--- src/rtl/core/tcsp_pkg.sv ---
package tcsp_pkg;

    localparam int HashMaxDigits = 12;
    localparam int Parts         = 3;

    typedef enum logic [2:0] {
        MODE_START  = 3'd0,
        MODE_PREFIX = 3'd1,
        MODE_HASH   = 3'd2,
        MODE_RGB    = 3'd3,
        MODE_RGBI   = 3'd4,
        MODE_FAIL   = 3'd5
    } parse_mode_t;

    typedef enum logic [1:0] {
        STATUS_OK        = 2'd0,
        STATUS_MALFORMED = 2'd1,
        STATUS_RGBI      = 2'd2
    } status_t;

    localparam logic [7:0] CHAR_HASH  = 8'h23;  // '#'
    localparam logic [7:0] CHAR_SLASH = 8'h2f;  // '/'
    localparam logic [7:0] CHAR_COLON = 8'h3a;  // ':'
    localparam logic [7:0] CHAR_R     = 8'h72;
    localparam logic [7:0] CHAR_G     = 8'h67;
    localparam logic [7:0] CHAR_B     = 8'h62;
    localparam logic [7:0] CHAR_A     = 8'h61;
    localparam logic [7:0] CHAR_I     = 8'h69;

    // Parser state after the current byte, as seen by the result logic
    typedef struct packed {
        parse_mode_t                    mode;
        logic [3:0]                     hash_count;
        logic [HashMaxDigits-1:0][3:0]  hash_nibbles;
        logic [1:0]                     comp_index;
        logic [Parts-1:0][7:0]          comp_values;
        logic [Parts-1:0]               comp_ok;
    } parse_view_t;

    // Returns {valid, nibble}
    function automatic logic [4:0] hex_nibble(input logic [7:0] c);
        logic [4:0] r;
        r = 5'd0;
        if (c >= 8'h30 && c <= 8'h39)
            r = {1'b1, 4'(c - 8'h30)};
        else if (c >= 8'h61 && c <= 8'h66)
            r = {1'b1, 4'(c - 8'h57)};
        else if (c >= 8'h41 && c <= 8'h46)
            r = {1'b1, 4'(c - 8'h37)};
        return r;
    endfunction

endpackage

--- src/rtl/core/tcsp_parse.sv ---
module tcsp_parse (
    input  logic                  clk,
    input  logic                  rst_n,
    input  logic                  take,
    input  logic [7:0]            char_in,
    input  logic                  is_last,
    output tcsp_pkg::parse_view_t view
);

    tcsp_pkg::parse_mode_t mode_reg, mode_next;
    logic [2:0]  prefix_pos_reg, prefix_pos_next;
    logic [3:0]  hash_count_reg, hash_count_next;
    logic [tcsp_pkg::HashMaxDigits-1:0][3:0] nibbles_reg, nibbles_next;
    logic [1:0]  comp_index_reg, comp_index_next;
    logic [1:0]  cic_reg, cic_next;
    logic [tcsp_pkg::Parts-1:0][7:0] values_reg, values_next;
    logic [tcsp_pkg::Parts-1:0] ok_reg, ok_next;
    logic        ended_reg, ended_next;

    logic [4:0]  hx;
    logic        hv;
    logic [3:0]  hn;
    logic [1:0]  k;

    assign hx = tcsp_pkg::hex_nibble(char_in);
    assign hv = hx[4];
    assign hn = hx[3:0];
    assign k  = (comp_index_reg == 2'd3) ? 2'd2 : comp_index_reg;

    always_comb
    begin
        mode_next       = mode_reg;
        prefix_pos_next = prefix_pos_reg;
        hash_count_next = hash_count_reg;
        nibbles_next    = nibbles_reg;
        comp_index_next = comp_index_reg;
        cic_next        = cic_reg;
        values_next     = values_reg;
        ok_next         = ok_reg;
        ended_next      = ended_reg;
        if (!ended_reg)
        begin
            if (char_in == 8'd0)
            begin
                ended_next = 1'b1;
            end
            else
            begin
                unique case (mode_reg)
                    tcsp_pkg::MODE_START:
                    begin
                        if (char_in == tcsp_pkg::CHAR_HASH)
                            mode_next = tcsp_pkg::MODE_HASH;
                        else if (char_in == tcsp_pkg::CHAR_R)
                        begin
                            mode_next       = tcsp_pkg::MODE_PREFIX;
                            prefix_pos_next = 3'd1;
                        end
                        else
                            mode_next = tcsp_pkg::MODE_FAIL;
                    end
                    tcsp_pkg::MODE_PREFIX:
                    begin
                        mode_next = tcsp_pkg::MODE_FAIL;
                        case (prefix_pos_reg)
                            3'd1:
                                if (char_in == tcsp_pkg::CHAR_G)
                                begin
                                    prefix_pos_next = 3'd2;
                                    mode_next       = tcsp_pkg::MODE_PREFIX;
                                end
                            3'd2:
                                if (char_in == tcsp_pkg::CHAR_B)
                                begin
                                    prefix_pos_next = 3'd3;
                                    mode_next       = tcsp_pkg::MODE_PREFIX;
                                end
                            3'd3:
                                if (char_in == tcsp_pkg::CHAR_COLON)
                                    mode_next = tcsp_pkg::MODE_RGB;
                                else if (char_in == tcsp_pkg::CHAR_A)
                                begin
                                    prefix_pos_next = 3'd4;
                                    mode_next       = tcsp_pkg::MODE_PREFIX;
                                end
                                else if (char_in == tcsp_pkg::CHAR_I)
                                begin
                                    prefix_pos_next = 3'd5;
                                    mode_next       = tcsp_pkg::MODE_PREFIX;
                                end
                            3'd4:
                                if (char_in == tcsp_pkg::CHAR_COLON)
                                    mode_next = tcsp_pkg::MODE_RGB;
                            3'd5:
                                if (char_in == tcsp_pkg::CHAR_COLON)
                                    mode_next = tcsp_pkg::MODE_RGBI;
                            default: ;
                        endcase
                    end
                    tcsp_pkg::MODE_HASH:
                    begin
                        if (!hv)
                            mode_next = tcsp_pkg::MODE_FAIL;
                        else
                        begin
                            for (int i = 0; i < tcsp_pkg::HashMaxDigits; i++)
                                if (hash_count_reg == 4'(i))
                                    nibbles_next[i] = hn;
                            // saturate one past the maximum so overlong strings fail
                            if (hash_count_reg < 4'(tcsp_pkg::HashMaxDigits + 1))
                                hash_count_next = hash_count_reg + 4'd1;
                        end
                    end
                    tcsp_pkg::MODE_RGB:
                    begin
                        if (cic_reg == 2'd0)
                        begin
                            for (int i = 0; i < tcsp_pkg::Parts; i++)
                                if (k == 2'(i))
                                begin
                                    if (hv)
                                    begin
                                        values_next[i] = {hn, hn};
                                        ok_next[i]     = 1'b1;
                                    end
                                    else
                                        ok_next[i] = 1'b0;
                                end
                        end
                        else if (cic_reg == 2'd1)
                        begin
                            for (int i = 0; i < tcsp_pkg::Parts; i++)
                                if (k == 2'(i) && hv && ok_reg[i])
                                    values_next[i][3:0] = hn;
                        end
                        if (char_in == tcsp_pkg::CHAR_SLASH &&
                            k < 2'(tcsp_pkg::Parts - 1))
                        begin
                            comp_index_next = k + 2'd1;
                            cic_next        = 2'd0;
                        end
                        else if (cic_reg < 2'd2)
                            cic_next = cic_reg + 2'd1;
                    end
                    tcsp_pkg::MODE_RGBI,
                    tcsp_pkg::MODE_FAIL: ;
                    default: ;
                endcase
            end
        end
    end

    always_ff @(posedge clk or negedge rst_n)
    begin
        if (!rst_n)
        begin
            mode_reg       <= tcsp_pkg::MODE_START;
            prefix_pos_reg <= 3'd0;
            hash_count_reg <= 4'd0;
            comp_index_reg <= 2'd0;
            cic_reg        <= 2'd0;
            ok_reg         <= '0;
            ended_reg      <= 1'b0;
        end
        else if (take)
        begin
            if (is_last)
            begin
                // string done: start over for the next one
                mode_reg       <= tcsp_pkg::MODE_START;
                prefix_pos_reg <= 3'd0;
                hash_count_reg <= 4'd0;
                comp_index_reg <= 2'd0;
                cic_reg        <= 2'd0;
                ok_reg         <= '0;
                ended_reg      <= 1'b0;
            end
            else
            begin
                mode_reg       <= mode_next;
                prefix_pos_reg <= prefix_pos_next;
                hash_count_reg <= hash_count_next;
                comp_index_reg <= comp_index_next;
                cic_reg        <= cic_next;
                ok_reg         <= ok_next;
                ended_reg      <= ended_next;
            end
        end
    end

    // Digits and part values are only read once marked as written
    always_ff @(posedge clk)
    begin
        if (take)
        begin
            nibbles_reg <= nibbles_next;
            values_reg  <= values_next;
        end
    end

    always_comb
    begin
        view.mode         = mode_next;
        view.hash_count   = hash_count_next;
        view.hash_nibbles = nibbles_next;
        view.comp_index   = comp_index_next;
        view.comp_values  = values_next;
        view.comp_ok      = ok_next;
    end

endmodule

--- src/rtl/core/tcsp_result.sv ---
module tcsp_result (
    input  tcsp_pkg::parse_view_t view,
    output logic [1:0]            status,
    output logic [7:0]            red,
    output logic [7:0]            green,
    output logic [7:0]            blue
);

    logic [tcsp_pkg::HashMaxDigits-1:0][3:0] n;

    assign n = view.hash_nibbles;

    always_comb
    begin
        status = tcsp_pkg::STATUS_MALFORMED;
        red    = 8'd0;
        green  = 8'd0;
        blue   = 8'd0;
        case (view.mode)
            tcsp_pkg::MODE_HASH:
            begin
                // each part uses its first two digits, a lone digit doubled
                case (view.hash_count)
                    4'd3:
                    begin
                        status = tcsp_pkg::STATUS_OK;
                        red    = {n[0], n[0]};
                        green  = {n[1], n[1]};
                        blue   = {n[2], n[2]};
                    end
                    4'd6:
                    begin
                        status = tcsp_pkg::STATUS_OK;
                        red    = {n[0], n[1]};
                        green  = {n[2], n[3]};
                        blue   = {n[4], n[5]};
                    end
                    4'd9:
                    begin
                        status = tcsp_pkg::STATUS_OK;
                        red    = {n[0], n[1]};
                        green  = {n[3], n[4]};
                        blue   = {n[6], n[7]};
                    end
                    4'd12:
                    begin
                        status = tcsp_pkg::STATUS_OK;
                        red    = {n[0], n[1]};
                        green  = {n[4], n[5]};
                        blue   = {n[8], n[9]};
                    end
                    default: ;
                endcase
            end
            tcsp_pkg::MODE_RGB:
            begin
                if (view.comp_index == 2'(tcsp_pkg::Parts - 1) && (&view.comp_ok))
                begin
                    status = tcsp_pkg::STATUS_OK;
                    red    = view.comp_values[0];
                    green  = view.comp_values[1];
                    blue   = view.comp_values[2];
                end
            end
            tcsp_pkg::MODE_RGBI:
                status = tcsp_pkg::STATUS_RGBI;
            default: ;
        endcase
    end

endmodule

--- src/rtl/core/terminal_color_spec_parser_core.sv ---
// Color spec parser: takes a color string one byte per cycle on the slave
// stream (tlast on the final byte, a zero byte ends the string early) and
// returns one result request per string on the master stream, carrying a
// status (parsed, malformed, or rgbi form not handled) and the red, green
// and blue components. Every byte goes through one pass of decode logic
// between the parser state registers and the output register, so a byte is
// taken every cycle; the result of a string appears in the cycle after its
// last byte. Only a waiting result that the sink has not taken stalls input.
module terminal_color_spec_parser_core (
    input  logic        clk,
    input  logic        rst_n,
    input  logic        s_axis_tvalid,
    output logic        s_axis_tready,
    input  logic [7:0]  s_axis_tdata,   // [7:0] char_in
    input  logic        s_axis_tlast,   // is_last
    output logic        m_axis_tvalid,
    input  logic        m_axis_tready,
    output logic [31:0] m_axis_tdata    // [1:0] status, [9:2] red, [17:10] green,
                                        // [25:18] blue, [31:26] zero
);

    tcsp_pkg::parse_view_t view;
    logic        take;
    logic [1:0]  status;
    logic [7:0]  red, green, blue;
    logic        out_valid_reg;
    logic [25:0] out_data_reg;

    assign s_axis_tready = !out_valid_reg || m_axis_tready;
    assign take          = s_axis_tvalid && s_axis_tready;

    tcsp_parse u_parse (
        .clk     (clk),
        .rst_n   (rst_n),
        .take    (take),
        .char_in (s_axis_tdata),
        .is_last (s_axis_tlast),
        .view    (view)
    );

    tcsp_result u_result (
        .view   (view),
        .status (status),
        .red    (red),
        .green  (green),
        .blue   (blue)
    );

    always_ff @(posedge clk or negedge rst_n)
    begin
        if (!rst_n)
            out_valid_reg <= 1'b0;
        else if (take && s_axis_tlast)
            out_valid_reg <= 1'b1;
        else if (m_axis_tready)
            out_valid_reg <= 1'b0;
    end

    always_ff @(posedge clk)
    begin
        if (take && s_axis_tlast)
            out_data_reg <= {blue, green, red, status};
    end

    assign m_axis_tvalid = out_valid_reg;
    assign m_axis_tdata  = {6'd0, out_data_reg};

endmodule

--- config.mk ---
export PLATFORM = sky130hd
export DESIGN_NAME = terminal_color_spec_parser_core
export DESIGN_NICKNAME = d
export VERILOG_FILES = /design/src/rtl/core/tcsp_pkg.sv /design/src/rtl/core/tcsp_parse.sv /design/src/rtl/core/tcsp_result.sv /design/src/rtl/core/terminal_color_spec_parser_core.sv
export SDC_FILE = /design/constraint.sdc
export NUM_CORES = 1
export LEC_CHECK = 0
export ABC_AREA = 0
export BUFFER_PORTS_ARGS = -buffer_cell sky130_fd_sc_hd__buf_2
export CAP_MARGIN = 20
export CORE_MARGIN = 1.5
export CORE_UTILIZATION = 55
export DETAILED_ROUTE_END_ITERATION = 10
export HOLD_SLACK_MARGIN = 0.06
export MAX_ROUTING_LAYER = met4
export PLACE_DENSITY_LB_ADDON = 0.12
export SETUP_SLACK_MARGIN = 0.15
export SLEW_MARGIN = 20
export SYNTH_ARGS = -nofsm -noshare
export SYNTH_HDL_FRONTEND = slang
export SYNTH_SLANG_ARGS = --single-unit
--- constraint.sdc ---
create_clock -name clk -period 4.7 [get_ports clk]
set_input_delay 0.47 -clock clk [delete_from_list [all_inputs] [get_ports clk]]
set_output_delay 0.47 -clock clk [all_outputs]
set_load 0.05 [all_outputs]
# Word level (Yosys, flattened, before mapping)
# Index checks and enable logic that the tools add are counted.
op_classes:
  order_cmp: 9
  n_reduce_logical: 29
  eq_ne: 46
  addsub: 6
  muxes: 109
ops:
  columns: ["op", "n"]
  rows:
  - ["$mux 40", 4]
  - ["$mux 4", 28]
  - ["$mux 3", 27]
  - ["$mux 24", 3]
  - ["$mux 8", 9]
  - ["$pmux 8 s2", 4]
  - ["$pmux 8 s4", 2]
  - ["$eq 8x7->1 const B", 5]
  - ["$eq 8x6->1 const B", 3]
  - ["$mux 2", 12]
  - ["$eq 4x3->1 const B", 5]
  - ["$eq 3x2->1 const B", 6]
  - ["$pmux 3 s3", 2]
  - ["$eq 4x4->1 const B", 4]
  - ["$ge 8x7->1 const B", 2]
  - ["$le 8x7->1 const B", 2]
  - ["$mux 5", 3]
  - ["$pmux 3 s5", 1]
  - ["$logic_and 1x1->1", 13]
  - ["$eq 4x2->1 const B", 3]
  - ["$mux 1", 12]
  - ["$reduce_and 11->1", 1]
  - ["$eq 3x3->1 const B", 3]
  - ["$ge 8x6->1 const B", 1]
  - ["other kinds (32)", 44]
totals:
  in_bits: 13
  output_inout_bits: 34
  word_cells: 221
  register_bits: 109

# Logic depth before layout (Yosys ltp)
# Gate-level depths: netlist (run 1).
logic_depth:
  depth_word: 15
  ltp_mapped: 13
  ltp_nobuf: 10

# Modules after synthesis
# A second synthesis (run 1) with hierarchy kept.
unflattened:
  cells_unflattened: 673
  area_unflattened_um2: 6961.7
modules_own_cells:
  columns: ["mod", "seq_area_each_um2", "instances", "cells_each", "area_per_inst_um2"]
  rows:
  - ["tcsp_parse", 2612.5, 1, 515, 5242.5]
  - ["terminal_color_spec_parser_core", 805.8, 1, 39, 898.4]
  - ["tcsp_result", 0.0, 1, 119, 820.8]

# Worst setup path before layout (run 1)
# No wires, ideal clock.
synth_path:
  path_type: "reg-to-reg"
  start: "register out_valid_reg (netlist: m_axis_tvalid)"
  end: "register out_data_reg[0], enable pin"
  t_required_ns: 4.318
  path_stages_with_launch: 7
  arrival_ns: 4.375
  period_less_slack_ns: 4.757
  n_path_buf: 1
  slack_ns: -0.057
  setup_ns: 0.382
  path_cell_list: "dfrtp_1 nand2b_1 nand2_1 inv_1 clkbuf_1 nand2_1 inv_1"
synth_between:
  elab_chain_cells: 4
synth_rtl:
  columns: ["element", "line_no", "rtl"]
  rows:
  - ["from (decl)", "terminal_color_spec_parser_core.sv:26", "logic out_valid_reg;"]
  - ["from (signal assigned)", "terminal_color_spec_parser_core.sv:52", "out_valid_reg <= 1'b0;"]
  - ["from (signal assigned)", "terminal_color_spec_parser_core.sv:54", "out_valid_reg <= 1'b1;"]
  - ["from (signal assigned)", "terminal_color_spec_parser_core.sv:56", "out_valid_reg <= 1'b0;"]
  - ["$logic_not 1->1", "terminal_color_spec_parser_core.sv:29", "assign s_axis_tready = !out_valid_reg || m_axis_tready;"]
  - ["$logic_or 1x1->1", "terminal_color_spec_parser_core.sv:29", null]
  - ["via s_axis_tready", "terminal_color_spec_parser_core.sv:13", "output logic s_axis_tready,"]
  - ["$logic_and 1x1->1", "terminal_color_spec_parser_core.sv:30", "assign take = s_axis_tvalid && s_axis_tready;"]
  - ["via take", "terminal_color_spec_parser_core.sv:23", "logic take;"]
  - ["$logic_and 1x1->1", "terminal_color_spec_parser_core.sv:61", "if (take && s_axis_tlast)"]
  - ["to (signal assigned)", "terminal_color_spec_parser_core.sv:62", "out_data_reg <= {blue, green, red, status};"]
  - ["to (decl)", "terminal_color_spec_parser_core.sv:27", "logic [25:0] out_data_reg;"]
# The timed path passes the listed nets, and every way through them passes these cells.
# A chain may end at the register's enable or synchronous reset.

# Worst setup path after layout (run 1)
layout_path:
  start: "input port s_axis_tdata[1]"
  end: "register out_data_reg[23], data pin"
layout_between:
  elab_chain_cells: 15
  elab_cells_between_ends: 81
  cone_classes: "add/sub: 3; order compare: 6; eq/ne: 15; mux: 50; reduce/logical: 7"
layout_rtl:
  columns: ["element", "line_no", "rtl"]
  rows:
  - ["from (decl)", "terminal_color_spec_parser_core.sv:14", "input logic [7:0] s_axis_tdata,"]
  - ["$ge 8x7->1 or $le 8x7->1 (tied branches)", "tcsp_pkg.sv:48", "else if (c >= 8'h41 && c <= 8'h46)"]
  - ["$logic_and 1x1->1", "tcsp_pkg.sv:48", null]
  - ["$mux 5", "tcsp_pkg.sv:48", null]
  - ["$mux 5", "tcsp_pkg.sv:46", "else if (c >= 8'h61 && c <= 8'h66)"]
  - ["$mux 5", "tcsp_pkg.sv:44", "if (c >= 8'h30 && c <= 8'h39)"]
  - ["$mux 1", "tcsp_parse.sv:121", "if (hv)"]
  - ["$mux 1", "tcsp_parse.sv:119", "if (k == 2'(i))"]
  - ["$mux 3", "tcsp_parse.sv:116", "if (cic_reg == 2'd0)"]
  - ["$mux 3", "tcsp_parse.sv:49", "unique case (mode_reg)"]
  - ["$mux 3", "tcsp_parse.sv:43", "if (char_in == 8'd0)"]
  - ["$mux 3", "tcsp_parse.sv:41", "if (!ended_reg)"]
  - ["$reduce_and 3->1", "tcsp_result.sv:57", "if (view.comp_index == 2'(tcsp_pkg::Parts - 1) && (&view.comp_ok))"]
  - ["$logic_and 1x1->1", "tcsp_result.sv:57", null]
  - ["$mux 8", "tcsp_result.sv:57", null]
  - ["$pmux 8 s2 *", "tcsp_result.sv:19", "case (view.mode)"]
  - ["via blue[5]", "terminal_color_spec_parser_core.sv:25", "logic [7:0] red, green, blue;"]
# The timed path passes the listed nets; every way through them passes the cells marked *.

==> impl_metrics.json, run 1 <==
{
  "numClockSinks": 109,
  "critPathLaunch": "s_axis_tdata[1]",
  "cts-htree-levels": 3,
  "antenna_left": 0,
  "via_per_inst": 6.239,
  "place.gp.congestion": 0.8867,
  "synthArstFlopShare_pct": 17.43,
  "place_hpwl_um": 10960,
  "cts_buffers": 9,
  "routedWlPerCell_um": 20.60,
  "die_height_um": 110.4,
  "slew_headroom_pct": 37.04,
  "finalSetupViolations": 0,
  "synth.top_cell.area_share_pct": 42.57,
  "p_per_area_nw_per_um2": 335.2,
  "worst_r2r_endpoint": "out_data_reg[3]",
  "hold_violations": 0,
  "postCtsSetupBuffers": 0,
  "clkTransAtPathRegs_ns": 0.08,
  "status": "complete, no violations",
  "antenna_cells": 0,
  "coreArea_um2": 11320,
  "rsz0062_at_grt": "false",
  "fin_crit_ns": 3.894,
  "clock_skew_ns": 0.01252,
  "power_mw": 2.324,
  "synth_cell_types": 68,
  "start_util_pct": 56.08,
  "drt_iter0_drc": 363,
  "drive_gt1_share_pct": 17.80,
  "grt_pass1_vias": 4642,
  "nets": 638,
  "yosysWarnings": 0,
  "cp.arrival_ns": 3.98,
  "synth_area_leaders": "edfxtp_1 (43%), dfrtp_1 (7.5%), mux2i_1 (7.3%)",
  "largest_register_ffs": 40,
  "regArea_um2": 3178,
  "drt-pass1-iter-count": 5,
  "postLayoutCellArea_um2": 6932,
  "cp-end-kind": "flop",
  "hold_path.class": "in -> async",
  "syn_inst": 584,
  "synthSimpleGateAreaFrac_pct": 17.17,
  "cts_resized": 0,
  "vias": 4748,
  "area.growth.synth_to_final_pct": 9.184,
  "reg2reg_depth": 9,
  "postRouteWirelength_um": 15680,
  "cts_tree": "built",
  "max_freq_mhz": 256.8,
  "grt_pass1_wl_um": 24850,
  "yosys.area.top_type": "edfxtp_1",
  "place_area_um2": 6614,
  "tightest_slew_ns": 0.9444,
  "synth-edff-count": 90,
  "clock_latency_ns": 0.36,
  "ys.flop_type": "edfxtp_1",
  "grt_start_max_net_pins": 74,
  "postSynthAreaPerCell_um2": 10.87,
  "path_class": "in -> reg",
  "tns_ns": 0,
  "syn_area_um2": 6349,
  "multiInputGateArea_um2": 2741,
  "cts_buffer_depth": 2,
  "synth_xor_area_share_pct": 0.1380,
  "cts_hold_buf": 0,
  "antenna_found_initial": 0,
  "grt_usage_pct": 26.73,
  "p_leak_nw": 2.929,
  "nFillCells": 946,
  "critPathRequiredTime_ns": 4.78,
  "irDropWorstVdd_v": 0.0003105,
  "row_count": 39,
  "ys_ff_latch": 109,
  "r2r-start": "u_parse.mode_reg[2]",
  "drv_slew": 0,
  "grt_overflow": 0,
  "ioPinCount": 47,
  "start_kind": "input pin",
  "dieWidth_um": 110.4,
  "finalCritPeriodShare_pct": 82.85,
  "path_max_fanout": 14,
  "r2r_slack_ns": 1.22,
  "maxCapViolations": 0,
  "synth_compound_area_share_pct": 12.20,
  "synth_top_family_by_area": "simple AND/OR/NAND/NOR gates",
  "yosysSeqAreaShare_pct": 50.06,
  "dieArea_um2": 12200,
  "drc": 0,
  "synth_adder_area_share_pct": 2.365,
  "synthMuxAreaShare_pct": 10.74,
  "cts_root_buf": "clkbuf_16",
  "place.port_buffers": 40
}
## metal layers
| metal | up-vias | global-route usage (%) | routed length, um |
|---|---|---|---|
| li1 | 2227 | - | - |
| met1 | 2331 | 33.82 | 6660 |
| met2 | 154 | 43.13 | 7702 |
| met3 | 36 | 5.049 | 788 |
| met4 | 0 | 9.829 | 524 |
| met5 | - | - | 0 |
## area by class of cell
cell class | instances | share of cell area [%]
Clock inverter | 7 | 1.336
Tap cell | 143 | 2.581
Sequential cell | 109 | 45.85
Inverter | 62 | 3.357
Multi-Input combinational cell | 380 | 39.55
Clock buffer | 9 | 3.249
Timing Repair Buffer | 51 | 4.079
## worst max-delay path, stage by stage
cell and delay [ns]:
buf_2 0.13, inv_1 0.10, ha_1 0.24, o21bai_1 0.11, a2111o_1 0.59, a211oi_4 0.30, buf_4 0.25, a21oi_2 0.09
o21ai_2 0.47, buf_4 0.25, nor3_1 0.07, a2111oi_0 0.76, o22ai_1 0.16
## cells by family after synthesis
logic type | count (synthesis)
simple gates | 189
flops | 109
mux | 65
compound gates | 107
fa+ha+maj | 12
xor+xnor | 1
other cells | 1
buf+inv | 100
## cell usage after synthesis, types with 14 or more instances
master    number
mux2_2        15
o22ai_1       26
nand3_1       22
mux2i_1       46
nand2_1       30
nor2_1        27
a21oi_1       14
o21ai_0       20
edfxtp_1      90
inv_1         62
dfrtp_1       19
nor3_1        41
clkbuf_1      14
## layout by cell type (no fill, tap or decap), types with 6 or more instances in the layout
cell / instances
nand2_1: 30
o22ai_1: 26
nand3_1: 22
nor4_1: 9
and3_1: 8
mux2_2: 15
dfrtp_1: 19
clkbuf_16: 9
a2111oi_0: 8
nor3b_1: 8
nor3_1: 41
o21ai_0: 20
a21oi_1: 14
buf_4: 11
mux2i_1: 46
edfxtp_1: 90
ha_1: 12
inv_1: 61
nor2_1: 27
conb_1: 6
buf_2: 40
## stage by stage
step           std cells  utilization [%]  worst slack (ns)  hold WS [ns]
2_1_floorplan        589                -             1.151        0.1744
3_3_place_gp         745            58.42            0.5188        0.4471
3_5_place_dp         745            58.42            0.4233        0.4558
4_1_cts              761            61.23            0.7867       0.07953
5_1_grt              761            61.23            0.5290       0.09756
6_report             761            61.23            0.8058       0.06086
## power breakdown
group	total (mW)	internal, mW	switching [mW]
clock network	0.803	0.428	0.375
registers	1.16	1.13	0.0365
logic	0.358	0.116	0.242
total	2.32	1.67	0.654
## worst max path at each step
stage                        to  slack, ns
2_1_floorplan   out_data_reg[0]       1.15
3_3_place_gp   out_data_reg[22]       0.52
3_5_place_dp   out_data_reg[22]       0.42
4_1_cts        out_data_reg[22]       0.79
5_1_grt        out_data_reg[23]       0.53
6_report       out_data_reg[23]       0.81
(Power assumes the default switching activity.)
==> inputs of run 2 (changes only) <==
clock period = 3.59 ns   (was 4.7 ns; I/O delays follow)
==> run 2 against run 1 <==
  * Total power increased by 32%
  * Design area increased by 7.3%
  * Clock skew decreased by 0.0024 ns
  * Largest cell class unchanged
==> impl_metrics.json, run 2 (synthesized netlist as in run 1, its figures left out) <==
{
  "cts-htree-levels": 3,
  "worst_r2r_endpoint": "out_data_reg[10]",
  "routedWlPerCell_um": 19.90,
  "cp-end-kind": "flop",
  "finalSetupViolations": 0,
  "slew_headroom_pct": 32.15,
  "cp.arrival_ns": 3.38,
  "maxCapViolations": 0,
  "clock_skew_ns": 0.01012,
  "p_per_area_nw_per_um2": 413.0,
  "row_count": 39,
  "dieArea_um2": 12200,
  "tightest_slew_ns": 1.018,
  "drc": 0,
  "clock_latency_ns": 0.37,
  "ioPinCount": 47,
  "place_area_um2": 7089,
  "cts_tree": "built",
  "dieWidth_um": 110.4,
  "status": "complete, no violations",
  "cts_root_buf": "clkbuf_16",
  "layout_common_cells": "edfxtp_1 (90), inv_1 (61), buf_4 (61)",
  "multiInputGateArea_um2": 2766,
  "drt_iter0_drc": 454,
  "critPathRequiredTime_ns": 3.68,
  "path_class": "in -> reg",
  "via_per_inst": 6.047,
  "fin_crit_ns": 3.287,
  "place_hpwl_um": 11520,
  "clkTransAtPathRegs_ns": 0.07,
  "place.gp.congestion": 0.8881,
  "cp_top_family": "simple AND/OR/NAND/NOR gates",
  "nFillCells": 921,
  "grt_pass1_wl_um": 25460,
  "slowest_delay_ns": 0.55,
  "irDropWorstVdd_v": 0.0004026,
  "grt_usage_pct": 27.55,
  "nets": 694,
  "hold_end": "m_axis_tvalid",
  "antenna_left": 0,
  "p_leak_nw": 3.219,
  "area.growth.synth_to_final_pct": 17.13,
  "cpMaxStageDelayCell": "or4b_4",
  "die_height_um": 110.4,
  "start_kind": "input pin",
  "start_util_pct": 56.08,
  "max_freq_mhz": 304.2,
  "layout_commonest_cell": "edfxtp_1",
  "coreArea_um2": 11320,
  "regArea_um2": 3178,
  "place.port_buffers": 40,
  "grt_pass1_vias": 4790,
  "grt_overflow": 0,
  "min_from": "m_axis_tready",
  "finalCritPeriodShare_pct": 91.57,
  "antenna_cells": 0,
  "drt-pass1-iter-count": 5,
  "path_cells": "buf_2 -> or4b_4 -> or3_4 -> a211oi_4 -> buf_12 -> and4_1 -> buf_4 -> mux2_2 -> a2111oi_2 -> o22ai_1",
  "antenna_found_initial": 0,
  "drive_gt1_share_pct": 24.93,
  "hold_path.class": "in -> reg",
  "r2r_slack_ns": 0.50,
  "hold_violations": 0,
  "postRouteWirelength_um": 16260,
  "cts_buffers": 9,
  "drv_slew": 0,
  "r2r-start": "u_parse.hash_count_reg[3]",
  "rsz0062_at_grt": "false",
  "cts_buffer_depth": 2,
  "largest_register_ffs": 40,
  "vias": 4940,
  "hold_path_depth": 3,
  "path_max_fanout": 14,
  "grt_start_max_net_pins": 46,
  "postLayoutCellArea_um2": 7436,
  "numClockSinks": 109,
  "reg2reg_depth": 10,
  "critPathBufInv": 3,
  "holdWs_ns": 0.2934
}
-- run 2: where the power goes --
part	total, mW	switching, mW	internal, mW
combinational	0.508	0.328	0.180
sequential	1.52	0.0482	1.47
clock	1.04	0.486	0.556
-- run 2: worst reg2reg max path: cells and delay by family (launching register included) --
family / cells / cell delay [ns]
flip-flops: 1 / 0.50
buffers and inverters: 4 / 0.76
AO/OA/AOI/OAI: 3 / 0.75
AND/OR/NAND/NOR: 3 / 0.83
-- run 2: how the worst max path moves through the flow --
stage | endpoint | slack (ns) | from | depth (start not counted)
3_5_place_dp | out_data_reg[22] | -0.39 | s_axis_tdata[4] | 10
4_1_cts | out_data_reg[22] | 0.13 | s_axis_tdata[4] | 10
2_1_floorplan | out_data_reg[13] | 0.33 | s_axis_tdata[3] | 10
6_report | out_data_reg[22] | 0.30 | s_axis_tdata[4] | 10
3_3_place_gp | out_data_reg[22] | -0.32 | s_axis_tdata[4] | 10
5_1_grt | out_data_reg[12] | 0.17 | s_axis_tdata[4] | 11
-- run 2: area by class of cell --
| cell class | instances | share of cell area (%) |
|---|---|---|
| clock buffer | 10 | 3.079 |
| clock inverter | 6 | 1.111 |
| inverter | 62 | 3.130 |
| multi-input combinational | 380 | 37.20 |
| sequential | 109 | 42.74 |
| tap | 143 | 2.406 |
| timing repair buffer | 107 | 10.33 |
-- run 2: repair_timing --
item                                    CTS  global route
buffers inserted                          0             0
hold buffers                              1             0
cloned                                    0             0
endpoints found under the setup margin    2             5
gates resized for setup                   2             6
hold endpoints to repair                 19             0
-- run 2: layer usage --
| layer | share of wire [%] | track usage (%) |
|---|---|---|
| met1 | 41 | 33.93 |
| met2 | 50 | 44.49 |
| met3 | 5.6 | 5.982 |
| met4 | 3.1 | 11.11 |
| met5 | 0 | - |
-- run 2: metrics by stage --
stage	total power, mW	TNS, ns	setup WS (ns)	instances	util [%]
after global placement	2.031	-0.8211	-0.3241	800	62.62
after floorplan	1.895	0	0.3291	589	-
after global routing	3.174	0	0.1651	817	65.68
final	3.071	0	0.3026	817	65.68
after detailed placement	2.048	-1.181	-0.3882	800	62.62
after CTS	3.088	0	0.1314	817	65.48
==> inputs of run 3 (changes only) <==
CELL_PAD_IN_SITES_DETAIL_PLACEMENT = 1   (was unset)
CELL_PAD_IN_SITES_GLOBAL_PLACEMENT = 1   (was unset)
CORE_UTILIZATION = 49   (was 55)
==> run 3 against run 2 <==
  * Sequential share of layout area down 0.58 points
  * Largest cell class unchanged
  * Flip-flop and latch count unchanged
  * Critical endpoint is now out_data_reg[12]
  * Hold slack improved by 0.016 ns
  * Count of clock-buffer cells in the layout down 1
==> impl_metrics.json, run 3 (synthesized netlist as in run 1, its figures left out) <==
{
  "max_freq_mhz": 299.8,
  "p_leak_nw": 3.260,
  "drc": 0,
  "largest_register_ffs": 40,
  "place.gp.congestion": 0.9257,
  "critPathLaunch": "s_axis_tdata[4]",
  "nFillCells": 1405,
  "place.port_buffers": 40,
  "clkTransAtPathRegs_ns": 0.08,
  "drt_iter0_drc": 371,
  "vias": 5092,
  "postLayoutCoreUtil_pct": 59.74,
  "coreArea_um2": 12620,
  "cp-end-kind": "flop",
  "critPathRequiredTime_ns": 3.69,
  "fin_crit_ns": 3.335,
  "clock_latency_ns": 0.37,
  "dieArea_um2": 13650,
  "layout_common_cells": "edfxtp_1 (90), buf_4 (74), inv_1 (61)",
  "rsz0062_at_grt": "true",
  "place_hpwl_um": 13930,
  "postLayoutCellArea_um2": 7538,
  "grt_usage_pct": 30.71,
  "grt_pass1_vias": 5401,
  "place_area_um2": 7171,
  "grt_overflow": 0,
  "cts_root_buf": "clkbuf_16",
  "drv_slew": 0,
  "nets": 705,
  "antenna_left": 0,
  "antenna_cells": 0,
  "setup_ws_ns": 0.2546,
  "antenna_found_initial": 0,
  "finalSetupViolations": 0,
  "path_max_fanout": 11,
  "cp.arrival_ns": 3.44,
  "via_per_inst": 5.942,
  "cts_buffer_depth": 2,
  "pre_cts_slack_ns": -0.1791,
  "numClockSinks": 109,
  "finalCritPeriodShare_pct": 92.91,
  "postRouteWirelength_um": 19180,
  "r2r-start": "u_parse.mode_reg[0]",
  "status": "complete, no violations",
  "r2r_slack_ns": 0.50,
  "drt-pass1-iter-count": 5,
  "cts-htree-levels": 3,
  "path_class": "in -> reg",
  "irDropWorstVdd_v": 0.0003066,
  "hold_path.class": "in -> reg",
  "grt_pass1_wl_um": 30060,
  "min_from": "m_axis_tready",
  "p_per_area_nw_per_um2": 422.3,
  "grt_start_max_net_pins": 42,
  "cts_tree": "built",
  "dieWidth_um": 116.8,
  "clock_skew_ns": 0.01357,
  "layout_commonest_cell": "edfxtp_1",
  "area.growth.synth_to_final_pct": 18.74,
  "drive_gt1_share_pct": 25.99,
  "slowest_delay_ns": 0.56,
  "maxCapViolations": 0,
  "cts_buffers": 9,
  "tightest_slew_ns": 0.7285,
  "ioPinCount": 47,
  "slew_headroom_pct": 51.43,
  "routedWlPerCell_um": 22.38,
  "start_util_pct": 50.31,
  "path_cells": "buf_2 -> or4b_4 -> or3_4 -> a211oi_4 -> buf_6 -> nand3_1 -> mux2i_1 -> nor3_1 -> a2111oi_1 -> buf_4 -> o22ai_1",
  "row_count": 41,
  "cpMaxStageDelayCell": "or4b_4",
  "start_kind": "input pin",
  "hold_violations": 0,
  "die_height_um": 116.8,
  "holdWs_ns": 0.3095
}
==> run 3: cell types whose count changed in the layout (fill, tap and decap cells not counted), sizes merged <==
| cell | before | now |
|---|---|---|
| buf | 106 | 117 |
| bufinv | 1 | 2 |
| clkbuf | 10 | 9 |
==> run 3: per-layer routing <==
metal	share of wire (%)	GRT usage [%]
met5	0	-
met4	3.4	13.01
met3	4.6	4.377
met2	53	52.63
met1	39	36.37
==> run 3: final timing paths <==
kind | to | cells after the start
worst min register to register | m_axis_tvalid | 2
worst min-delay path | m_axis_tvalid | 3
worst max-delay path | out_data_reg[12] | 11
min in group asynchronous | u_parse.hash_count_reg[1] | 2
worst max register to register | out_data_reg[12] | 10
max in group asynchronous | u_parse.cic_reg[1] | 2
==> run 3: what timing repair did <==
action	CTS	global route
endpoints found under the hold margin	19	0
gates resized for setup	0	9
endpoints found under the setup margin	0	12
hold buffers	1	0
setup buffers	0	0
==> run 3: stage by stage <==
| stage | total power [mW] | TNS [ns] | cells |
|---|---|---|---|
| floorplan | 1.895 | 0 | 589 |
| global placement | 2.059 | -0.2421 | 840 |
| detailed placement | 2.085 | -0.9864 | 840 |
| CTS | 3.197 | 0 | 857 |
| global route | 3.285 | 0 | 857 |
| finish | 3.183 | 0 | 857 |
==> run 3: report_power, final <==
| part | internal (mW) | switching (mW) | total, mW |
|---|---|---|---|
| Sequential | 1.47 | 0.0515 | 1.53 |
| Clock | 0.622 | 0.496 | 1.12 |
| Combinational | 0.193 | 0.347 | 0.540 |
| Total | 2.29 | 0.895 | 3.18 |
==> run 3: area by class of cell <==
cell class | instances | area [um2] | area share [%]
inverter | 62 | 232.7 | 3.087
clock buffer | 9 | 225.2 | 2.988
sequential | 109 | 3178 | 42.16
multi-input combinational | 380 | 2765 | 36.68
tap | 172 | 215.2 | 2.855
timing repair buffer | 118 | 817.0 | 10.84
clock inverter | 7 | 105.1 | 1.394
==> run 3: critical path: cells and delay by family <==
family                 cells  cell delay [ns]
buffers and inverters      3             0.50
AO/OA/AOI/OAI              3             0.91
AND/OR/NAND/NOR            4             1.37
multiplexers               1             0.30
